### config.mk
export PLATFORM = sky130hd
export DESIGN_NAME = lsp_div_stage
export DESIGN_NICKNAME = d
export VERILOG_FILES = /design/src/hw/rtl/lsp_pkg.sv /design/src/hw/rtl/lsp_div_stage.sv
export SDC_FILE = /design/constraint.sdc
export NUM_CORES = 1
export LEC_CHECK = 0
export BUFFER_PORTS_ARGS = -buffer_cell sky130_fd_sc_hd__buf_2
export CAP_MARGIN = 25
export CELL_PAD_IN_SITES_DETAIL_PLACEMENT = 0
export CELL_PAD_IN_SITES_GLOBAL_PLACEMENT = 1
export CORE_ASPECT_RATIO = 1.75
export CORE_MARGIN = 2
export CORE_UTILIZATION = 30
export DETAILED_ROUTE_END_ITERATION = 8
export GPL_ROUTABILITY_DRIVEN = 0
export HOLD_SLACK_MARGIN = 0.06
export PLACE_DENSITY = 0.76
export SYNTH_ARGS = -nofsm -noshare
export SYNTH_HDL_FRONTEND = slang
export SYNTH_SLANG_ARGS = --single-unit
### constraint.sdc
create_clock -name clock -period 3 [get_ports clock]
set_input_delay 0.3 -clock clock [delete_from_list [all_inputs] [get_ports clock]]
set_output_delay 0.3 -clock clock [all_outputs]
set_load 0.02 [all_outputs]
### src/hw/rtl/lsp_pkg.sv
// ----------------------------------------------------------------------------
// lsp_pkg
// Shared types, widths, constants and the sine table function of the Lab
// split-tone pixel pipeline.
// ----------------------------------------------------------------------------
package lsp_pkg;

   localparam int unsigned LSP_SINE_DEPTH = 1024;

   localparam int unsigned LIGHT_W  = 15;
   localparam int unsigned CH_W     = 16;
   localparam int unsigned EXTRA_W  = 32;
   localparam int unsigned HUE_W    = 16;
   localparam int unsigned CHROMA_W = 15;
   localparam int unsigned LUM_W    = 17;   // Q0.16 fraction up to 1.0
   localparam int unsigned NUM_W    = 34;   // divider numerator
   localparam int unsigned RA_W     = 31;   // tone weight, capped at 2^31-1
   localparam int unsigned SHIFT_W  = LUM_W + RA_W;
   localparam int unsigned TRIG_W   = 17;   // Q1.15 sine, -1.0 .. 1.0
   localparam int unsigned CSR_W    = 16;
   localparam int unsigned CSR_IDX_W = 3;

   localparam logic [LIGHT_W-1:0] L_MAX = LIGHT_W'(25600);
   // floor(x*64/25) == floor(x*RECIP25 / 2^20) for x up to 25600
   localparam int unsigned RECIP_W     = 22;
   localparam logic [RECIP_W-1:0] RECIP25 = RECIP_W'(2684355);
   localparam int unsigned RECIP_SHIFT = 20;
   localparam int unsigned FRAC_ONE    = 65536;
   localparam logic [RA_W-1:0] RA_MAX  = {RA_W{1'b1}};

   localparam longint unsigned Q28_ONE    = 64'd268435456;
   localparam longint unsigned TWO_PI_Q28 = 64'd1686629713;

   typedef enum logic [CSR_IDX_W-1:0] {
      CSR_DARK_HUE      = 3'd0,
      CSR_DARK_CHROMA   = 3'd1,
      CSR_BRIGHT_HUE    = 3'd2,
      CSR_BRIGHT_CHROMA = 3'd3,
      CSR_BALANCE       = 3'd4,
      CSR_COMPRESS      = 3'd5,
      CSR_HAS_CHROMA    = 3'd6
   } lsp_csr_type;

   typedef enum logic [1:0] {
      REGION_MID       = 2'd0,
      REGION_SHADOW    = 2'd1,
      REGION_HIGHLIGHT = 2'd2
   } lsp_region_type;

   typedef struct packed {
      logic [HUE_W-1:0]    dark_hue;
      logic [CHROMA_W-1:0] dark_chroma;
      logic [HUE_W-1:0]    bright_hue;
      logic [CHROMA_W-1:0] bright_chroma;
      logic [HUE_W-1:0]    balance;
      logic [CHROMA_W-1:0] compress;
      logic                has_chroma;
   } lsp_cfg_type;

   typedef struct packed {
      logic [LIGHT_W-1:0] lightness;
      logic [CH_W-1:0]    chan_a;
      logic [CH_W-1:0]    chan_b;
      logic [EXTRA_W-1:0] extra_word;
      logic               frame_end;
   } lsp_pixel_type;

   typedef struct packed {
      lsp_pixel_type      pix;
      lsp_region_type     region;
      logic [NUM_W-1:0]   rem;
      logic [LUM_W-1:0]   den;
      logic [RA_W-1:0]    quot;
      logic               sat;
   } lsp_div_type;

   typedef struct packed {
      logic [LIGHT_W-1:0] out_lightness;
      logic [CH_W-1:0]    out_a;
      logic [CH_W-1:0]    out_b;
      logic [EXTRA_W-1:0] out_extra;
      lsp_region_type     tone_region;
      logic               out_frame_end;
   } lsp_result_type;

   // Sine of turn[15:0]/65536 of a turn in Q1.15: fold into one quadrant,
   // Taylor series to x^11 in Q28, round to Q15.
   function automatic logic signed [TRIG_W-1:0] lsp_turn_sine(input logic [31:0] turn);
      logic [1:0]               quad;
      longint unsigned          f;
      longint unsigned          r;
      longint unsigned          r2;
      longint unsigned          t;
      longint unsigned          s;
      logic signed [TRIG_W-1:0] m;
      quad = turn[15:14];
      f = longint'(turn[13:0]);
      if (quad[0]) begin
         f = 64'd16384 - f;
      end
      r  = (f * TWO_PI_Q28) >> 16;
      r2 = (r * r) >> 28;
      t  = Q28_ONE - r2 / 110;
      t  = Q28_ONE - ((r2 * t) >> 28) / 72;
      t  = Q28_ONE - ((r2 * t) >> 28) / 42;
      t  = Q28_ONE - ((r2 * t) >> 28) / 20;
      t  = Q28_ONE - ((r2 * t) >> 28) / 6;
      s  = (r * t) >> 28;
      s  = (s + 64'd4096) >> 13;
      if (s > 64'd32768) begin
         s = 64'd32768;
      end
      m = TRIG_W'(s);
      return quad[1] ? -m : m;
   endfunction

endpackage

### src/hw/rtl/lsp_div_stage.sv
// ----------------------------------------------------------------------------
// lsp_div_stage
// One restoring division step: resolves quotient bit BIT of the tone weight.
// ----------------------------------------------------------------------------
module lsp_div_stage import lsp_pkg::*; #(
   parameter int unsigned BIT = 0
) (
   input  logic        clock,
   input  logic        reset,
   input  logic        advance,
   input  logic        in_valid,
   input  lsp_div_type in_item,
   output logic        out_valid,
   output lsp_div_type out_item
);

   logic [SHIFT_W-1:0] shifted;
   logic               fits;
   lsp_div_type        next_item;
   logic               valid_ff;
   lsp_div_type        item_ff;

   always_comb begin
      shifted   = SHIFT_W'(in_item.den) << BIT;
      fits      = SHIFT_W'(in_item.rem) >= shifted;
      next_item = in_item;
      if (fits) begin
         next_item.rem       = in_item.rem - shifted[NUM_W-1:0];
         next_item.quot[BIT] = 1'b1;
      end
   end

   always_ff @(posedge clock) begin
      if (reset) begin
         valid_ff <= 1'b0;
      end else if (advance) begin
         valid_ff <= in_valid;
      end
   end

   always_ff @(posedge clock) begin
      if (advance) begin
         item_ff <= next_item;
      end
   end

   assign out_valid = valid_ff;
   assign out_item  = item_ff;

endmodule

==> flow_metrics.tcl <==
set metrics [dict create \
    grt.total_usage_pct 18.0 \
    min_period_ns 2.87 \
    critPathTopFamily "compound AO/OA/AOI/OAI gates" \
    hold_violations 0 \
    cp_data_arrival_time_ns 3.04 \
    clock_sinks 166 \
    synth_cell_types 51 \
    cp_slowest_cell "dlygate4sd3_1" \
    grt_overflow 0 \
    cts_tree "built" \
    r2r_slack_ns 2.35 \
    io_pins 335 \
    grt_pass1_wl_mm 31.0 \
    synth-compound-area-share_pct 6.88 \
    relSlewSlack_pct 59.9 \
    hold_slack_ns 0.0824 \
    drv_slew 0 \
    r2r_start "out_valid$_SDFFE_PP0P_" \
    min_path_cells 1 \
    drt-total-wl_mm 21.7 \
    worst-setup-path-type "input pin to register" \
    synthMuxAreaShare_pct 0.321 \
    critical_path_required_ns 3.16 \
    final-setup-viol-count 0 \
    synth_top_area_cell "edfxtp_1" \
    initial_utilization_pct 30.6 \
    critPathMaxStageDelay_ns 0.53 \
    wl_per_cell_um 17.7 \
    dp_hpwl_mm 16.1 \
    yosys.cell_count.top_type "edfxtp_1" \
    syn_to_final_growth_pct 61.6 \
    synthesis.area_um2 6620 \
    syn_inst 417 \
    drive_gt1_share_pct 45.1 \
    initialDrtViolationCount 313 \
    port_buffers 334 \
    rows 71 \
    tightestPinTransition_ns 0.602 \
    min_path_type "input pin to register" \
    fin_skew_ns 0 \
    synthFlopType "edfxtp_1" \
    cp_cell_sequence "dlygate4sd3_1 -> buf_2 -> inv_1 -> ha_1 -> a2111o_1 -> o22ai_1 -> buf_4 -> a32oi_1 -> a21o_1 -> or3_1 -> xnor2_1" \
    ys_top_cells_by_area "edfxtp_1 75%, ha_1 3.2%, xor2_1 2.9%, a21oi_1 1.6%, o21ai_0 1.4%" \
    root_buffer "clkbuf_16" \
    fin_area_um2 10700 \
    num_vias 5443 \
    core_area_um2 21600 \
    ir_worst_vdd_mv 0.304 \
    reg2reg_depth 2 \
    drc 0 \
    syn_nets 604 \
    grt_max_degree 60 \
    clkLatencyLatePin_ns 0.41 \
    fmax_ghz 0.348 \
    cts_setup_buffers 0 \
    numCtsBuffers 17 \
    synth_edf_count 165 \
    powerDensity_nw_per_um2 565 \
    crit_fanout 5 \
    r2r-end "out_valid$_SDFFE_PP0P_" \
    seq_area_frac_synth_pct 75.2 \
    run_status "finished clean" \
    drv_cap 0 \
    first_pass_iters 4 \
    finalCritPeriodShare_pct 95.8 \
    rsz0062_at_grt "false" \
    ys_ff_latch 166 \
    whs_endpoint "out_item[89]$_DFFE_PP_" \
    nFillCells 1909 \
    placed_area_um2 8860 \
    first_global_vias 5611 \
    die_h_um 200 \
    nets 1099 \
    via_per_inst 4.45 \
    yosys.area_share.simple_pct 7.60 \
    start_kind "input pin" \
    hp-start "in_item[89]" \
    synth_top_family_by_area "simple AND/OR/NAND/NOR gates" \
    drtAntennaViolNets 0 \
    avgSynthCellArea_um2 15.9 \
    synth-warning-count 0 \
    antenna_found_initial 9 \
    dieWidth_um 116 \
    synthTopCellsByCount "165 x edfxtp_1, 25 x nand2_1, 22 x inv_1, 22 x xor2_1, 21 x a21oi_1" \
    p_leak_nw 4.55 \
    synth_xor_xnor_area_share_pct 3.97 \
    cp.buffers_inverters 4 \
    critPathCaptureType "register" \
    synthAdderAreaFrac_pct 3.52 \
    netlist.area_leader.share_pct 74.9 \
    synthArstFlopShare_pct 0 \
    clk_pin_slew_ns 0.07 \
    htreeDepth 4 \
    clockBufferDepth 2 \
    dieArea_um2 23300 \
]
-- flip-flops by register name, summed over array words and instances (netlist names) --
name       count
out_valid      1
out_item     165
-- metal layers --
metal | part of all wire (%) | up-vias | GRT usage, %
li1 | - | 2582 | -
met1 | 33 | 2559 | 16.5
met2 | 55 | 248 | 34.4
met3 | 8.4 | 46 | 6.28
met4 | 3.3 | 8 | 7.91
met5 | 0.31 | - | 0
-- through the flow --
step                power (W)  util (%)  TNS, ns  setup slack [ns]  std cells
floorplan             0.00338         -        0             0.113        417
global placement      0.00386      41.0   -0.513            -0.158       1062
detailed placement    0.00387      41.0    -1.02            -0.198       1062
CTS                   0.00611      49.3        0            0.0107       1215
global route          0.00629      49.5        0           0.00418       1219
finish                0.00604      49.5        0             0.126       1222
-- cell families after synthesis --
group	count (synthesis)
multiplexers	2
AO/OA/AOI/OAI	71
XOR/XNOR	30
flip-flops	166
adder cells (fa/ha/maj)	18
AND/OR/NAND/NOR	94
buffers and inverters	36
-- power breakdown --
group	total [W]	internal, W	switching, W
combinational	0.00112	0.000465	0.000656
clock	0.00208	0.00110	0.000975
sequential	0.00284	0.00279	0.0000504
-- placed cells by master, fill, tap and decap left out, types with 3 or more instances in the layout --
cell,n
nand2b_1,6
inv_1,22
xor2_1,22
a21oi_1,21
nand3_1,3
dlygate4sd3_1,123
buf_4,31
nor4_1,5
or3_1,8
o21bai_1,4
o21ai_2,9
nor3_1,7
xnor2_1,8
buf_2,333
clkbuf_16,17
nor2_1,16
clkinvlp_4,3
a21o_1,4
inv_6,4
diode_2,5
ha_1,16
inv_8,4
nand2_1,25
edfxtp_1,165
o21ai_0,19
nand4_1,5
-- worst max-delay path by stage --
stage,from,endpoint,cells past startpoint
2_1_floorplan,in_item[49],out_item[81]$_DFFE_PP_,11
3_3_place_gp,in_item[49],out_item[81]$_DFFE_PP_,13
3_5_place_dp,in_item[49],out_item[81]$_DFFE_PP_,13
4_1_cts,in_item[34],out_item[81]$_DFFE_PP_,12
5_1_grt,in_item[41],out_item[81]$_DFFE_PP_,11
6_report,in_item[38],out_item[70]$_DFFE_PP_,11
-- what timing repair did --
action	CTS	global route
endpoints found under the hold margin	121	2
setup endpoints to repair	0	7
resized for setup	0	6
hold buffers	121	2
-- layout make-up --
| class | count | area, um2 | share of cell area (%) |
|---|---|---|---|
| Sequential cell | 166 | 4970 | 46.5 |
| Timing Repair Buffer | 490 | 3180 | 29.8 |
| Multi-Input combinational cell | 215 | 1510 | 14.1 |
| Clock buffer | 18 | 429 | 4.01 |
| Tap cell | 292 | 365 | 3.42 |
| Clock inverter | 14 | 136 | 1.28 |
| Inverter | 22 | 82.6 | 0.772 |
| Antenna cell | 5 | 12.5 | 0.117 |
No activity file was read; power rests on OpenSTA's default activity.
